### config.mk
export PLATFORM = sky130hd
export DESIGN_NAME = nfha_ctrl
export DESIGN_NICKNAME = d
export VERILOG_FILES = /design/src/rtl/core/nfha_pkg.sv /design/src/rtl/core/nfha_ctrl.sv
export SDC_FILE = /design/constraint.sdc
export NUM_CORES = 1
export LEC_CHECK = 0
export BUFFER_PORTS_ARGS = -buffer_cell sky130_fd_sc_hd__buf_2
export CAP_MARGIN = 20
export CORE_UTILIZATION = 40
export CTS_CLUSTER_DIAMETER = 80
export DETAILED_ROUTE_END_ITERATION = 7
export PLACE_DENSITY_LB_ADDON = 0.05
export SETUP_SLACK_MARGIN = 0.05
export SKIP_CTS_REPAIR_TIMING = 1
export SYNTH_ARGS = -nofsm -noshare
export SYNTH_HDL_FRONTEND = slang
export SYNTH_SLANG_ARGS = --single-unit
### constraint.sdc
create_clock -name clk -period 6.48 [get_ports clk]
set_input_delay 1.944 -clock clk [delete_from_list [all_inputs] [get_ports clk]]
set_output_delay 1.944 -clock clk [all_outputs]
set_load 0.01 [all_outputs]
### src/rtl/core/nfha_pkg.sv
// ----------------------------------------------------------------------------
// nfha_pkg
// Shared types and constants of the next-fit heap allocator.
// ----------------------------------------------------------------------------
package nfha_pkg;

	localparam int REGION_BYTES = 4096;
	localparam int HEADER_BYTES = 8;
	localparam int OFF_W        = 12;
	localparam int SIZE_W       = 13;
	localparam int ADDR_W       = $clog2(REGION_BYTES);

	localparam logic [SIZE_W-1:0] HDR_SZ    = SIZE_W'(HEADER_BYTES);
	localparam logic [SIZE_W-1:0] REGION_SZ = SIZE_W'(REGION_BYTES);

	typedef enum logic [1:0] {
		CMD_ALLOC = 2'd0,
		CMD_FREE  = 2'd1,
		CMD_INIT  = 2'd2
	} cmd_t;

	typedef enum logic [1:0] {
		ST_OK   = 2'd0,
		ST_FAIL = 2'd1,
		ST_BAD  = 2'd2
	} status_t;

	typedef struct packed {
		logic              used;
		logic [SIZE_W-1:0] size;
		logic [OFF_W-1:0]  next;
		logic              has_next;
	} hdr_t;

	typedef struct packed {
		logic              re;
		logic [ADDR_W-1:0] raddr;
		logic              we;
		logic [ADDR_W-1:0] waddr;
		hdr_t              wdata;
	} mem_req_t;

	typedef enum logic [2:0] {
		FSM_IDLE,
		FSM_DEC,
		FSM_AWALK,
		FSM_AHEAD,
		FSM_FWALK,
		FSM_FMRG,
		FSM_DONE
	} fsm_t;

endpackage

### src/rtl/core/nfha_ctrl.sv
// ----------------------------------------------------------------------------
// nfha_ctrl
// Command sequencer: walks the block chain in the header store, one hop a
// cycle, and writes back split or merged headers.
// ----------------------------------------------------------------------------
module nfha_ctrl (
	input  logic                          clk,
	input  logic                          arst_n,
	input  logic                          start,
	input  logic [1:0]                    cmd,
	input  logic [nfha_pkg::SIZE_W-1:0]   req_size,
	input  logic [nfha_pkg::OFF_W-1:0]    payload_offset,
	input  logic [nfha_pkg::SIZE_W-1:0]   region_size,
	input  logic                          take,
	output logic                          idle,
	output logic                          done,
	output logic [1:0]                    res_status,
	output logic [nfha_pkg::OFF_W-1:0]    res_offset,
	output nfha_pkg::mem_req_t            mreq,
	input  nfha_pkg::hdr_t                rdata
);

	localparam int SW = nfha_pkg::SIZE_W;
	localparam int OW = nfha_pkg::OFF_W;

	nfha_pkg::fsm_t state_q, state_d;

	logic [1:0]    cmd_q, cmd_d;
	logic [SW-1:0] need_q, need_d;
	logic [OW-1:0] pay_q, pay_d;
	logic [OW-1:0] cur_q, cur_d;
	logic [OW-1:0] prev_q, prev_d;
	logic [OW-1:0] rover_q, rover_d;
	logic          ready_q, ready_d;
	logic          phase_q, phase_d;
	logic          have_prev_q, have_prev_d;
	nfha_pkg::hdr_t prev_hdr_q, prev_hdr_d;
	nfha_pkg::hdr_t c_hdr_q, c_hdr_d;
	logic [1:0]    status_q, status_d;
	logic [OW-1:0] off_q, off_d;

	logic [SW:0]   need_hdr;
	logic [SW:0]   nb_wide;
	logic [SW-1:0] rs;
	logic          fit;
	logic          split;
	logic          merged_prev;
	logic          nx_free;
	logic [SW:0]   msize;
	logic [OW-1:0] cur_pay;

	assign rs       = (region_size > nfha_pkg::REGION_SZ) ? nfha_pkg::REGION_SZ : region_size;
	assign need_hdr = {1'b0, need_q} + {1'b0, nfha_pkg::HDR_SZ};
	assign nb_wide  = {2'b00, cur_q} + need_hdr;
	assign fit      = !rdata.used && (rdata.size >= need_q);
	assign split    = ({1'b0, rdata.size} > need_hdr) && (nb_wide < {1'b0, nfha_pkg::REGION_SZ});
	assign cur_pay  = cur_q + OW'(nfha_pkg::HEADER_BYTES);
	assign merged_prev = have_prev_q && !prev_hdr_q.used;
	assign nx_free  = c_hdr_q.has_next && !rdata.used;

	always_comb begin
		msize = merged_prev
			? ({1'b0, prev_hdr_q.size} + {1'b0, c_hdr_q.size} + {1'b0, nfha_pkg::HDR_SZ})
			: {1'b0, c_hdr_q.size};
		if (nx_free) begin
			msize = msize + {1'b0, rdata.size} + {1'b0, nfha_pkg::HDR_SZ};
		end
	end

	always_ff @(posedge clk or negedge arst_n) begin
		if (!arst_n) begin
			state_q     <= nfha_pkg::FSM_IDLE;
			rover_q     <= '0;
			ready_q     <= 1'b0;
			phase_q     <= 1'b0;
			have_prev_q <= 1'b0;
		end else begin
			state_q     <= state_d;
			rover_q     <= rover_d;
			ready_q     <= ready_d;
			phase_q     <= phase_d;
			have_prev_q <= have_prev_d;
		end
	end

	always_ff @(posedge clk) begin
		cmd_q      <= cmd_d;
		need_q     <= need_d;
		pay_q      <= pay_d;
		cur_q      <= cur_d;
		prev_q     <= prev_d;
		prev_hdr_q <= prev_hdr_d;
		c_hdr_q    <= c_hdr_d;
		status_q   <= status_d;
		off_q      <= off_d;
	end

	always_comb begin
		state_d     = state_q;
		cmd_d       = cmd_q;
		need_d      = need_q;
		pay_d       = pay_q;
		cur_d       = cur_q;
		prev_d      = prev_q;
		rover_d     = rover_q;
		ready_d     = ready_q;
		phase_d     = phase_q;
		have_prev_d = have_prev_q;
		prev_hdr_d  = prev_hdr_q;
		c_hdr_d     = c_hdr_q;
		status_d    = status_q;
		off_d       = off_q;
		mreq        = '0;

		unique case (state_q)
			nfha_pkg::FSM_IDLE: begin
				if (start) begin
					cmd_d   = cmd;
					need_d  = req_size;
					pay_d   = payload_offset;
					state_d = nfha_pkg::FSM_DEC;
				end
			end
			nfha_pkg::FSM_DEC: begin
				off_d   = '0;
				state_d = nfha_pkg::FSM_DONE;
				unique case (cmd_q)
					nfha_pkg::CMD_ALLOC: begin
						if (!ready_q || need_q == '0) begin
							status_d = nfha_pkg::ST_FAIL;
						end else begin
							mreq.re    = 1'b1;
							mreq.raddr = rover_q;
							cur_d      = rover_q;
							phase_d    = 1'b0;
							state_d    = nfha_pkg::FSM_AWALK;
						end
					end
					nfha_pkg::CMD_FREE: begin
						if (!ready_q) begin
							status_d = nfha_pkg::ST_FAIL;
						end else if (pay_q == '0) begin
							status_d = nfha_pkg::ST_BAD;
						end else begin
							mreq.re     = 1'b1;
							mreq.raddr  = '0;
							cur_d       = '0;
							have_prev_d = 1'b0;
							state_d     = nfha_pkg::FSM_FWALK;
						end
					end
					nfha_pkg::CMD_INIT: begin
						if (rs <= nfha_pkg::HDR_SZ) begin
							status_d = nfha_pkg::ST_FAIL;
						end else begin
							mreq.we    = 1'b1;
							mreq.waddr = '0;
							mreq.wdata = '{used: 1'b0, size: rs - nfha_pkg::HDR_SZ,
								next: '0, has_next: 1'b0};
							rover_d    = '0;
							ready_d    = 1'b1;
							status_d   = nfha_pkg::ST_OK;
						end
					end
					default: status_d = nfha_pkg::ST_BAD;
				endcase
			end
			nfha_pkg::FSM_AWALK: begin
				priority if (fit) begin
					if (split) begin
						// write the remainder first, then the chosen header
						mreq.we    = 1'b1;
						mreq.waddr = nb_wide[OW-1:0];
						mreq.wdata = '{used: 1'b0,
							size: SW'({1'b0, rdata.size} - need_hdr),
							next: rdata.next, has_next: rdata.has_next};
						state_d    = nfha_pkg::FSM_AHEAD;
					end else begin
						mreq.we    = 1'b1;
						mreq.waddr = cur_q;
						mreq.wdata = '{used: 1'b1, size: rdata.size,
							next: rdata.next, has_next: rdata.has_next};
						rover_d    = cur_q;
						status_d   = nfha_pkg::ST_OK;
						off_d      = cur_pay;
						state_d    = nfha_pkg::FSM_DONE;
					end
				end else if (!rdata.has_next) begin
					if (!phase_q && rover_q != '0) begin
						// wrap to the start of the chain
						mreq.re    = 1'b1;
						mreq.raddr = '0;
						cur_d      = '0;
						phase_d    = 1'b1;
					end else begin
						status_d = nfha_pkg::ST_FAIL;
						off_d    = '0;
						state_d  = nfha_pkg::FSM_DONE;
					end
				end else if (phase_q && rdata.next == rover_q) begin
					status_d = nfha_pkg::ST_FAIL;
					off_d    = '0;
					state_d  = nfha_pkg::FSM_DONE;
				end else begin
					mreq.re    = 1'b1;
					mreq.raddr = rdata.next;
					cur_d      = rdata.next;
				end
			end
			nfha_pkg::FSM_AHEAD: begin
				mreq.we    = 1'b1;
				mreq.waddr = cur_q;
				mreq.wdata = '{used: 1'b1, size: need_q, next: nb_wide[OW-1:0], has_next: 1'b1};
				rover_d    = cur_q;
				status_d   = nfha_pkg::ST_OK;
				off_d      = cur_pay;
				state_d    = nfha_pkg::FSM_DONE;
			end
			nfha_pkg::FSM_FWALK: begin
				priority if ({1'b0, cur_q} + SW'(nfha_pkg::HEADER_BYTES) == {1'b0, pay_q}) begin
					if (!rdata.used) begin
						status_d = nfha_pkg::ST_BAD;
						state_d  = nfha_pkg::FSM_DONE;
					end else begin
						c_hdr_d = rdata;
						if (rover_q == cur_q) begin
							rover_d = '0;
						end
						mreq.re    = rdata.has_next;
						mreq.raddr = rdata.next;
						state_d    = nfha_pkg::FSM_FMRG;
					end
				end else if (!rdata.has_next) begin
					status_d = nfha_pkg::ST_BAD;
					state_d  = nfha_pkg::FSM_DONE;
				end else begin
					prev_d      = cur_q;
					prev_hdr_d  = rdata;
					have_prev_d = 1'b1;
					cur_d       = rdata.next;
					mreq.re     = 1'b1;
					mreq.raddr  = rdata.next;
				end
			end
			nfha_pkg::FSM_FMRG: begin
				mreq.we    = 1'b1;
				mreq.waddr = merged_prev ? prev_q : cur_q;
				mreq.wdata = '{used: 1'b0, size: msize[SW-1:0],
					next: nx_free ? rdata.next : c_hdr_q.next,
					has_next: nx_free ? rdata.has_next : c_hdr_q.has_next};
				// move the rover onto the merged block if its block is absorbed
				if (nx_free && rover_q == c_hdr_q.next) begin
					rover_d = merged_prev ? prev_q : cur_q;
				end
				status_d = nfha_pkg::ST_OK;
				state_d  = nfha_pkg::FSM_DONE;
			end
			nfha_pkg::FSM_DONE: begin
				if (take) begin
					state_d = nfha_pkg::FSM_IDLE;
				end
			end
			default: state_d = nfha_pkg::FSM_IDLE;
		endcase
	end

	assign idle       = (state_q == nfha_pkg::FSM_IDLE);
	assign done       = (state_q == nfha_pkg::FSM_DONE);
	assign res_status = status_q;
	assign res_offset = off_q;

endmodule

==> reports/metrics.csv, run 1 <==
stage,metric,value,unit
floorplan,initial core utilization,0.409,
floorplan,I/O Pins,140,
grt,first-pass GRT wire length,52900,um
worst_setup_path,crit path DAT,4.93,ns
placement,RePlAce Congestion,0.892,
synthesis,post-synthesis sequential area ratio,0.349,
timing,Slew HR,0.336,
synthesis,Avg Inst Size Synth,9.72,sq um
placement,# port buffers,139,
grt,antenna violations before repair,0,
worst_setup_path,largest fanout on the critical path,3,
cts,Max Root-Sink Buffers,2,
power_and_ir_drop,cell leakage power,5.57,nW
grt,largest net degree at the start of global routing,32,
detailed_routing,DRC,0,
timing,final number of setup-violating endpoints,2,
timing,minimum clock period,6.87,ns
worst_setup_path,Slowest Stage Delay on Critical Path,0.39,ns
synthesis,"flops & latches, synth",123,
timing,RSZ-0062 raised after global routing,true,
worst_setup_path,crit start category,flip-flop,
synthesis,Synth Area in Compound Gates,0.190,
placement,placed cell count,1573,
cts,CTS Buf Count,17,
cts,Clock Tree Root,clkbuf_16,
floorplan,Die H,163,um
grt,gr ovfl total,0,
cts,TritonCTS clock tree,done,
detailed_routing,DR WL/cell,22.1,um
power_and_ir_drop,Final Power,0.00531,W
detailed_routing,WL final,35800,um
worst_setup_path,CP Capture Type,output port,
grt,met1 usage,0.417,
final_layout,Finished Layout Cells,1621,
worst_hold_path,Hold WC Path Type,flip-flop to flip-flop,
synthesis,"top cells by area, synth","edfxtp_1, ha_1, xnor2_1, dfrtp_1, xor2_1",
floorplan,Core ar.,0.0253,sq mm
timing,Worst-Margin Slew,0.996,ns
detailed_routing,Pre-Repair DR Iteration Count,8,
floorplan,floorplan row count,58,
cts,Clock Sinks,123,
synthesis,Cells after Synth,1062,
detailed_routing,drt initial violations,833,
worst_setup_path,register-to-register setup slack,2.03,ns
timing,Setup Skew,0.0138,ns
synthesis,Post-Synth Simple-Gate Area,0.161,
detailed_routing,Vias/cell,5.78,
grt,Top Usage Layer GRT,met1,
timing,ratio of final minimum period to clock period,1.06,
timing,achievable frequency,0.145,GHz
final_layout,final core utilization,0.511,
synthesis,most frequent cell after synthesis,edfxtp_1,
worst_setup_path,Critical Path RT,4.54,ns
synthesis,xor-xnor portion of the synthesized cell area,0.0872,
synthesis,most instantiated cells after synthesis,"edfxtp_1, nand2_1, ha_1",
synthesis,ys flop type,edfxtp_1,
floorplan,DIE AREA,0.0264,sq mm
placement,DP HPWL,27400,um
cts,clk_lat worst skew,0.43,ns
grt,vias in the first global route,8785,
synthesis,library cells used by synthesis,91,
power_and_ir_drop,P per Cell Area,412,mW/mm^2
worst_setup_path,WS Path Type,flip-flop to output port,
synthesis,largest family of logic cells by synthesized area,compound AO/OA/AOI/OAI gates,
floorplan,Die W,163,um
synthesis,Synth Area in Adders,0.110,
worst_setup_path,most frequent CP cell,ha_1,
synthesis,post-synthesis mux area share,0.0383,
worst_setup_path,CP Cell Sequence,ha_1 > ha_2 > fa_2 > a211oi_4 > o21ai_2 > a21oi_2 > o21bai_1 > xnor2_1 > o21ai_1 > ha_1 > ha_4 > buf_6 > a41o_1 > o41ai_2 > mux2i_1 > xnor3_1 > o221ai_2 > buf_2,
synthesis,Mapped Area,0.0103,sq mm
grt,GRT Util Overall,0.270,
synthesis,syn_nets,1221,
status,failing checks,setup timing,
detailed_routing,routed via count,9362,
final_layout,share of layout cells above drive strength 1,0.301,
final_layout,NumNets Final,1437,
timing,Setup TNS,-0.592,ns
grt,grt met2 use,0.388,
worst_setup_path,CP max-delay cell,edfxtp_1,
final_layout,Fillers,2417,
synthesis,Post-synth EDFFs,105,
job,max-cap viol count,0,
final_layout,Area Growth Syn to Fin,25.1,%
timing,Fin. Hold Viols,0,
synthesis,Synth warnings,0,
synthesis,area share of the largest cell type after synthesis,0.306,
detailed_routing,antenna-violating nets left,0,
cts,Clock transition at path regs,0.06,ns
cts,CTS H-Tree Depth,4,
status,status,finished with violations,
final_layout,n_diodes,0,
grt,met3 Use GR,0.0372,
synthesis,Async SR Flop Fraction,0.146,
synthesis,"area leader, netlist",edfxtp_1,
power_and_ir_drop,worst IR drop on VDD,0.187,mV
timing,max-slew violations,0,
timing,final worst slack,-0.393,ns
flip-flops by register name, indices dropped and copies added (netlist names):
signal	cells
c_hdr_q	26
prev_hdr_q	14
need_q	13
cur_q	12
pay_q	12
prev_q	12
res_offset	12
rover_q	12
state_q	3
cmd_q	2
res_status	2
have_prev_q	1
phase_q	1
ready_q	1
final cells by class:
| type | count | area (sq um) | share of cell area |
|---|---|---|---|
| well taps | 330 | 413 | 0.0320 |
| repair buffers | 255 | 1670 | 0.129 |
| inverters | 57 | 219 | 0.0170 |
| multi-input cells | 824 | 6440 | 0.499 |
| clock inverters | 14 | 138 | 0.0107 |
| flip-flops and latches | 123 | 3600 | 0.279 |
| clock buffers | 18 | 429 | 0.0332 |
cells by family after synthesis:
kind of cell               after synthesis
DFF                                    123
muxes                                   34
xor gates and xnor gates                98
buffers and inverters                  115
and+or+nand+nor                        331
AOI/OAI and AO/OA                      273
adders and majority gates               88
cells in the final DEF (no fill, tap or decap), types with 43 or more instances in the layout:
| master | n |
|---|---|
| buf_4 | 103 |
| nand2_1 | 93 |
| nor2_1 | 75 |
| inv_1 | 51 |
| buf_2 | 135 |
| xor2_1 | 43 |
| xnor2_1 | 51 |
| edfxtp_1 | 105 |
| a21oi_1 | 47 |
| ha_1 | 67 |
power by group:
| part | switching (W) | internal (W) |
|---|---|---|
| clock network | 0.000409 | 0.000536 |
| registers | 0.000299 | 0.00111 |
| logic | 0.00166 | 0.00130 |
| total | 0.00237 | 0.00295 |
critical path: cells and delay by family, from the launching register on:
family,cells,cell delay (ns)
xor+xnor,2,0.44
fa+ha+maj,5,1.50
buf+inv,2,0.29
flops,1,0.39
mux,1,0.24
compound gates,8,1.63
final timing paths:
path / startpoint / to / cells past startpoint
setup / recovery: c_hdr_q[14] / mreq[25] / 18
hold / removal: ready_q / ready_q / 1
setup reg to reg: need_q[5] / rover_q[0] / 14
hold reg to reg: ready_q / ready_q / 1
max in group asynchronous: arst_n / rover_q[2] / 1
min in group asynchronous: arst_n / rover_q[11] / 1
layer usage:
metal / wire (um) / up-vias
li1: - / 4413
met2: 15200 / 341
met5: 0 / -
met3: 2210 / 36
met1: 17700 / 4572
met4: 588 / 0
stage by stage:
step           setup slack, ns  hold WS (ns)  area, sq um
3_3_place_gp            -0.260         0.511        11700
6_report                -0.393         0.540        12900
5_1_grt                 -0.603         0.569        12900
3_5_place_dp            -0.243         0.522        11700
2_1_floorplan            0.214         0.451        10300
4_1_cts                 -0.678         0.539        12300
(Power assumes the default switching activity.)
==> run 2: changes to the inputs <==
--- a/config.mk
+++ b/config.mk
@@ -7,7 +7,10 @@
 export LEC_CHECK = 0
 export BUFFER_PORTS_ARGS = -buffer_cell sky130_fd_sc_hd__buf_2
 export CAP_MARGIN = 20
+export CELL_PAD_IN_SITES_DETAIL_PLACEMENT = 1
+export CELL_PAD_IN_SITES_GLOBAL_PLACEMENT = 1
 export CORE_UTILIZATION = 40
+export CTS_BUF_LIST = sky130_fd_sc_hd__clkbuf_2 sky130_fd_sc_hd__clkbuf_4 sky130_fd_sc_hd__clkbuf_8
 export CTS_CLUSTER_DIAMETER = 80
 export DETAILED_ROUTE_END_ITERATION = 7
 export PLACE_DENSITY_LB_ADDON = 0.05
==> reports/metrics.csv, run 2 (same netlist as run 1, synthesis figures left out) <==
stage,metric,value,unit,change
worst_setup_path,crit path launch,c_hdr_q[14],,
worst_setup_path,crit path DAT,4.93,ns,about the same
cts,Clock transition at path regs,0.08,ns,+0.02 ns
final_layout,final core utilization,0.511,,-0.000595
timing,Setup Skew,0.0235,ns,+0.00976 ns
final_layout,"commonest non-fill, non-tap cell in the layout",buf_2,,
floorplan,Die H,163,um,unchanged
worst_setup_path,worst setup path endpoint,mreq[25],,
placement,placed cell count,1573,,unchanged
final_layout,max reg flops,26,,unchanged
final_layout,n_diodes,0,,unchanged
cts,Clock Tree Root,clkbuf_8,,
grt,largest net degree at the start of global routing,32,,unchanged
timing,final worst slack,-0.396,ns,-0.00219 ns
worst_setup_path,register-to-register setup slack,2.25,ns,+0.22 ns
detailed_routing,Vias/cell,5.88,,+1.9%
timing,minimum clock period,6.88,ns,+0.00219 ns
worst_setup_path,crit start category,flip-flop,,
cts,Clock Sinks,123,,unchanged
final_layout,share of layout cells above drive strength 1,0.309,,+0.00834
detailed_routing,Pre-Repair DR Iteration Count,5,,-3
final_layout,biggest regs,"c_hdr_q (26), prev_hdr_q (14), need_q (13)",,
status,failing checks,setup timing,,
power_and_ir_drop,Switching Fraction,0.465,,+0.0202
worst_setup_path,Critical Path RT,4.54,ns,about the same
final_layout,most frequent cells in the layout,"buf_2, buf_4, edfxtp_1, nand2_1, nor2_1",,
worst_setup_path,WS Path Type,flip-flop to output port,,
cts,TritonCTS clock tree,done,,
timing,Setup TNS,-0.711,ns,-0.119 ns
timing,Slew HR,0.243,,-0.0926
worst_setup_path,CP Capture Type,output port,,
cts,CTS Buf Count,17,,unchanged
power_and_ir_drop,Final Power,0.00520,W,-2.1%
detailed_routing,DR WL/cell,23.5,um,+6.7%
placement,DP HPWL,29100,um,+6.0%
timing,ratio of final minimum period to clock period,1.06,,about the same
status,status,finished with violations,,
cts,CTS H-Tree Depth,4,,unchanged
timing,achievable frequency,0.145,GHz,about the same
final_layout,Seq. cell area,0.00360,sq mm,unchanged
detailed_routing,routed via count,9560,,+2.1%
detailed_routing,WL final,38200,um,+7.0%
power_and_ir_drop,P per Cell Area,403,mW/mm^2,-2.0%
grt,antenna violations before repair,0,,unchanged
power_and_ir_drop,cell leakage power,5.53,nW,-0.69%
floorplan,floorplan row count,58,,unchanged
floorplan,DIE AREA,0.0264,sq mm,unchanged
timing,Worst-Margin Slew,1.13,ns,+0.139 ns
floorplan,Die W,163,um,unchanged
final_layout,Finished Layout Cells,1625,,+0.25%
power_and_ir_drop,internal cell power,0.00278,W,-5.7%
cts,clk_lat worst skew,0.47,ns,+0.04 ns
cts,Max Root-Sink Buffers,2,,unchanged
final_layout,Fillers,2909,,+20%
power_and_ir_drop,switching pwr,0.00242,W,+2.3%
worst_setup_path,largest fanout on the critical path,2,,-1
final_layout,Area Growth Syn to Fin,25.0,%,
timing,RSZ-0062 raised after global routing,true,,
power_and_ir_drop,Sequential Power Share,0.271,,+0.006
worst_setup_path,RR Endpoint,rover_q[0],,
timing,max-slew violations,0,,unchanged
worst_hold_path,Hold WC Path Type,flip-flop to flip-flop,,
detailed_routing,drt initial violations,844,,+1.3%
power_and_ir_drop,clock power share,0.143,,-0.035
floorplan,initial core utilization,0.409,,unchanged
floorplan,Core ar.,0.0253,sq mm,unchanged
detailed_routing,antenna-violating nets left,0,,unchanged
timing,hold slack,0.530,ns,-0.00988 ns
timing,Fin. Hold Viols,0,,unchanged
power_and_ir_drop,power share of the combinational group,0.586,,+0.029
worst_setup_path,reg2reg path depth,16,,+2
power_and_ir_drop,worst IR drop on VDD,0.166,mV,-11%
grt,GRT Util Overall,0.284,,+0.0144
final_layout,NumNets Final,1441,,+0.28%
worst_hold_path,Hold Path Depth,2,,+1
floorplan,I/O Pins,140,,unchanged
detailed_routing,DRC,0,,unchanged
final_layout,most flop-heavy register,c_hdr_q,,
final_layout,area of the multi-input gates,0.00657,sq mm,+1.9%
placement,RePlAce Congestion,0.887,,-0.54%
worst_setup_path,reg-to-reg critical path startpoint,need_q[4],,
placement,# port buffers,139,,unchanged
grt,gr ovfl total,0,,unchanged
grt,first-pass GRT wire length,55900,um,+5.6%
job,max-cap viol count,0,,unchanged
grt,vias in the first global route,9190,,+4.6%
timing,final number of setup-violating endpoints,3,,+1
## run 2: through the flow
step	worst slack [ns]	cell area (sq um)
2_1_floorplan	0.214	10300
3_3_place_gp	-0.250	11800
3_5_place_dp	-0.352	11800
4_1_cts	-0.886	12200
5_1_grt	-0.585	12900
6_report	-0.396	12900
## run 2: cell type report
| cell class | instances | area share |
|---|---|---|
| multi-input cells | 824 | 0.509 |
| repair buffers | 259 | 0.131 |
| flip-flops and latches | 123 | 0.279 |
| well taps | 330 | 0.0320 |
| clock buffers | 18 | 0.0187 |
| clock inverters | 14 | 0.0126 |
| inverters | 57 | 0.0170 |
## run 2: worst min-delay path by stage
stage	from	endpoint	slack [ns]
4_1_cts	have_prev_q	have_prev_q	0.54
5_1_grt	have_prev_q	have_prev_q	0.58
3_5_place_dp	have_prev_q	have_prev_q	0.52
3_3_place_gp	have_prev_q	have_prev_q	0.50
2_1_floorplan	cur_q[6]	prev_q[6]	0.45
6_report	have_prev_q	have_prev_q	0.53
## run 2: power groups by stage
stage               logic, W  clock network, W  registers, W
detailed placement   0.00278                 0       0.00141
CTS                  0.00280          0.000755       0.00140
global route         0.00329          0.000787       0.00143
global placement     0.00274                 0       0.00141
floorplan            0.00196                 0       0.00123
finish               0.00305          0.000744       0.00141
## run 2: layer usage
metal / up-vias / GRT usage / wire, um
met1: 4783 / 0.421 / 18300
met5: - / 0 / 0
met4: 0 / 0.0650 / 607
met2: 328 / 0.429 / 17100
li1: 4414 / - / -
met3: 35 / 0.0461 / 2250
## run 2: critical path: stages, from the launching register on
cell      delay, ns
edfxtp_1       0.45
ha_4           0.25
ha_4           0.16
fa_2           0.39
buf_4          0.16
a21o_1         0.16
a211oi_2       0.23
o21ai_2        0.11
ha_4           0.28
ha_4           0.19
or2_2          0.30
a21oi_2        0.17
a21oi_2        0.06
a41o_1         0.26
o41ai_2        0.38
mux2i_1        0.24
xnor3_1        0.25
o221ai_2       0.24
buf_2          0.18
==> run 3: changes to the inputs <==
--- a/config.mk
+++ b/config.mk
@@ -9,6 +9,7 @@
 export CAP_MARGIN = 20
 export CELL_PAD_IN_SITES_DETAIL_PLACEMENT = 1
 export CELL_PAD_IN_SITES_GLOBAL_PLACEMENT = 1
+export CORE_ASPECT_RATIO = 1.75
 export CORE_UTILIZATION = 40
 export CTS_BUF_LIST = sky130_fd_sc_hd__clkbuf_2 sky130_fd_sc_hd__clkbuf_4 sky130_fd_sc_hd__clkbuf_8
 export CTS_CLUSTER_DIAMETER = 80
==> reports/metrics.csv, run 3 (same netlist as run 1, synthesis figures left out) <==
stage,metric,value,unit,change
status,status,finished with violations,,
status,failing checks,setup timing,,
timing,Setup Skew,0.0208,ns,-0.00268 ns
final_layout,"commonest non-fill, non-tap cell in the layout",buf_2,,
timing,ratio of final minimum period to clock period,1.08,,+0.0179
worst_setup_path,Worst path top cell family by delay,compound AO/OA/AOI/OAI gates,,
detailed_routing,Vias/cell,5.93,,+0.87%
cts,Clock transition at path regs,0.08,ns,about the same
worst_setup_path,CP Cell Sequence,ha_4 > ha_4 > fa_2 > a211oi_2 > buf_4 > o21ai_4 > a21oi_4 > o21bai_1 > xnor2_1 > o21ai_1 > ha_1 > ha_4 > nand3_2 > nand2_1 > a41o_1 > o41ai_2 > mux2i_1 > xnor3_1 > o221ai_2 > buf_2,,
timing,RSZ-0062 raised after global routing,true,,
final_layout,Seq. cell area,0.00360,sq mm,unchanged
floorplan,DIE AREA,0.0265,sq mm,about the same
grt,GRT Util Overall,0.314,,+0.0303
timing,minimum clock period,6.99,ns,+0.116 ns
power_and_ir_drop,cell leakage power,5.72,nW,+3.5%
worst_setup_path,largest fanout on the critical path,4,,+2
final_layout,max reg flops,26,,unchanged
cts,CTS H-Tree Depth,4,,unchanged
detailed_routing,DRC,0,,unchanged
floorplan,Core ar.,0.0253,sq mm,+0.33%
floorplan,Die H,214,um,+32%
worst_setup_path,WS Path Type,flip-flop to output port,,
timing,final worst slack,-0.512,ns,-0.116 ns
detailed_routing,drt initial violations,445,,-47%
worst_hold_path,Hold WC Path Type,flip-flop to flip-flop,,
timing,achievable frequency,0.143,GHz,-1.7%
cts,CTS Buf Count,17,,unchanged
final_layout,Fillers,2923,,+0.48%
detailed_routing,antenna-violating nets left,0,,unchanged
detailed_routing,DR WL/cell,25.0,um,+6.2%
timing,Worst-Margin Slew,0.938,ns,-0.197 ns
grt,antenna violations before repair,0,,unchanged
cts,Clock Tree Root,clkbuf_8,,
timing,Slew HR,0.375,,+0.131
placement,placed cell area,0.0119,sq mm,+1.3%
final_layout,Area Growth Syn to Fin,27.3,%,
grt,largest net degree at the start of global routing,32,,unchanged
power_and_ir_drop,P per Cell Area,408,mW/mm^2,+1.1%
cts,Max Root-Sink Buffers,2,,unchanged
floorplan,Die W,123,um,-24%
cts,Clock Sinks,123,,unchanged
grt,first-pass GRT wire length,60100,um,+7.5%
worst_setup_path,most frequent CP cell,ha_4,,
worst_setup_path,crit path DAT,5.05,ns,+0.12 ns
placement,# port buffers,139,,unchanged
cts,clk_lat worst skew,0.50,ns,+0.03 ns
detailed_routing,WL final,41100,um,+7.3%
cts,TritonCTS clock tree,done,,
placement,Setup WS pre-CTS,-0.476,ns,-0.124 ns
worst_setup_path,crit start category,flip-flop,,
power_and_ir_drop,Final Power,0.00535,W,+3.0%
final_layout,share of layout cells above drive strength 1,0.323,,+0.0137
final_layout,fin area,0.0131,sq mm,+1.8%
grt,gr ovfl total,0,,unchanged
detailed_routing,Pre-Repair DR Iteration Count,5,,unchanged
timing,Fin. Hold Viols,0,,unchanged
final_layout,most flop-heavy register,c_hdr_q,,
final_layout,most frequent cells in the layout,"buf_2, buf_4, edfxtp_1, nand2_1, nor2_1",,
floorplan,floorplan row count,77,,+33%
placement,DP HPWL,32300,um,+11%
final_layout,area of the multi-input gates,0.00650,sq mm,-1.0%
floorplan,initial core utilization,0.407,,-0.00135
power_and_ir_drop,worst IR drop on VDD,0.262,mV,+58%
worst_setup_path,Slowest Stage Delay on Critical Path,0.44,ns,about the same
final_layout,biggest regs,"c_hdr_q (26), prev_hdr_q (14), need_q (13)",,
worst_setup_path,sum of buffers and inverters on the critical path,2,,unchanged
final_layout,NumNets Final,1473,,+2.2%
worst_setup_path,CP max-delay cell,edfxtp_1,,
floorplan,I/O Pins,140,,unchanged
worst_setup_path,Critical Path RT,4.54,ns,about the same
final_layout,n_diodes,0,,unchanged
timing,max-slew violations,0,,unchanged
placement,RePlAce Congestion,0.928,,+4.7%
job,max-cap viol count,0,,unchanged
timing,final number of setup-violating endpoints,6,,+3
worst_setup_path,CP Capture Type,output port,,
grt,vias in the first global route,10340,,+13%
detailed_routing,routed via count,9750,,+2.0%
==> run 3: changes by cell type in the layout (fill, tap and decap cells not counted), moves of 3 or more <==
cell	before	now
ha_4	22	12
o221ai_2	2	5
o221ai_1	6	2
buf_6	9	14
buf_4	109	133
clkbuf_4	3	0
ha_1	61	72
==> run 3: per-layer routing <==
metal	up-vias	global-route usage	wire length (um)
met5	-	0	0
met4	0	0.237	3360
met3	159	0.0495	1520
met2	312	0.588	22500
met1	4794	0.294	13600
li1	4485	-	-
==> run 3: worst paths after layout <==
path,start,end,slack (ns),cells after the start
max in group asynchronous,arst_n,rover_q[5],4.70,1
worst min-delay path,have_prev_q,have_prev_q,0.55,2
worst min register to register,have_prev_q,have_prev_q,0.55,2
worst max-delay path,c_hdr_q[14],mreq[25],-0.51,20
worst max register to register,need_q[4],res_offset[11],1.90,20
min in group asynchronous,arst_n,rover_q[0],1.41,1
==> run 3: area by class of cell <==
type | count | share of cell area
clock inverters | 14 | 0.0148
inverters | 57 | 0.0167
flip-flops and latches | 123 | 0.274
clock buffers | 18 | 0.0189
well taps | 316 | 0.0301
multi-input cells | 824 | 0.495
repair buffers | 291 | 0.151
==> run 3: worst reg2reg max path: stages, from the launching register on <==
cell	delay, ns
edfxtp_1	0.49
buf_4	0.18
nand4_2	0.20
or2_2	0.38
nor3_1	0.19
xnor2_1	0.20
inv_1	0.08
ha_1	0.37
nand2_1	0.12
nor4_4	0.33
a311oi_2	0.08
nand2_1	0.15
a2bb2oi_4	0.19
a21oi_4	0.07
buf_6	0.16
buf_8	0.13
and2_4	0.15
buf_4	0.13
buf_4	0.15
nor4b_2	0.27
buf_4	0.27
==> run 3: per-stage QoR <==
stage | std cells | hold WS (ns) | util | TNS, ns
3_3_place_gp | 1579 | 0.529 | 0.470 | -1.95
6_report | 1643 | 0.550 | 0.518 | -0.973
4_1_cts | 1612 | 0.554 | 0.488 | -5.38
5_1_grt | 1643 | 0.610 | 0.518 | -2.10
2_1_floorplan | 1062 | 0.451 | - | 0
3_5_place_dp | 1580 | 0.536 | 0.471 | -2.66
==> run 3: report_power, final <==
part,internal [W],leakage [nW],total [W],switching (W)
Sequential,0.00111,1.20,0.00139,0.000281
Clock,0.000429,0.219,0.000788,0.000359
Combinational,0.00140,4.31,0.00318,0.00178
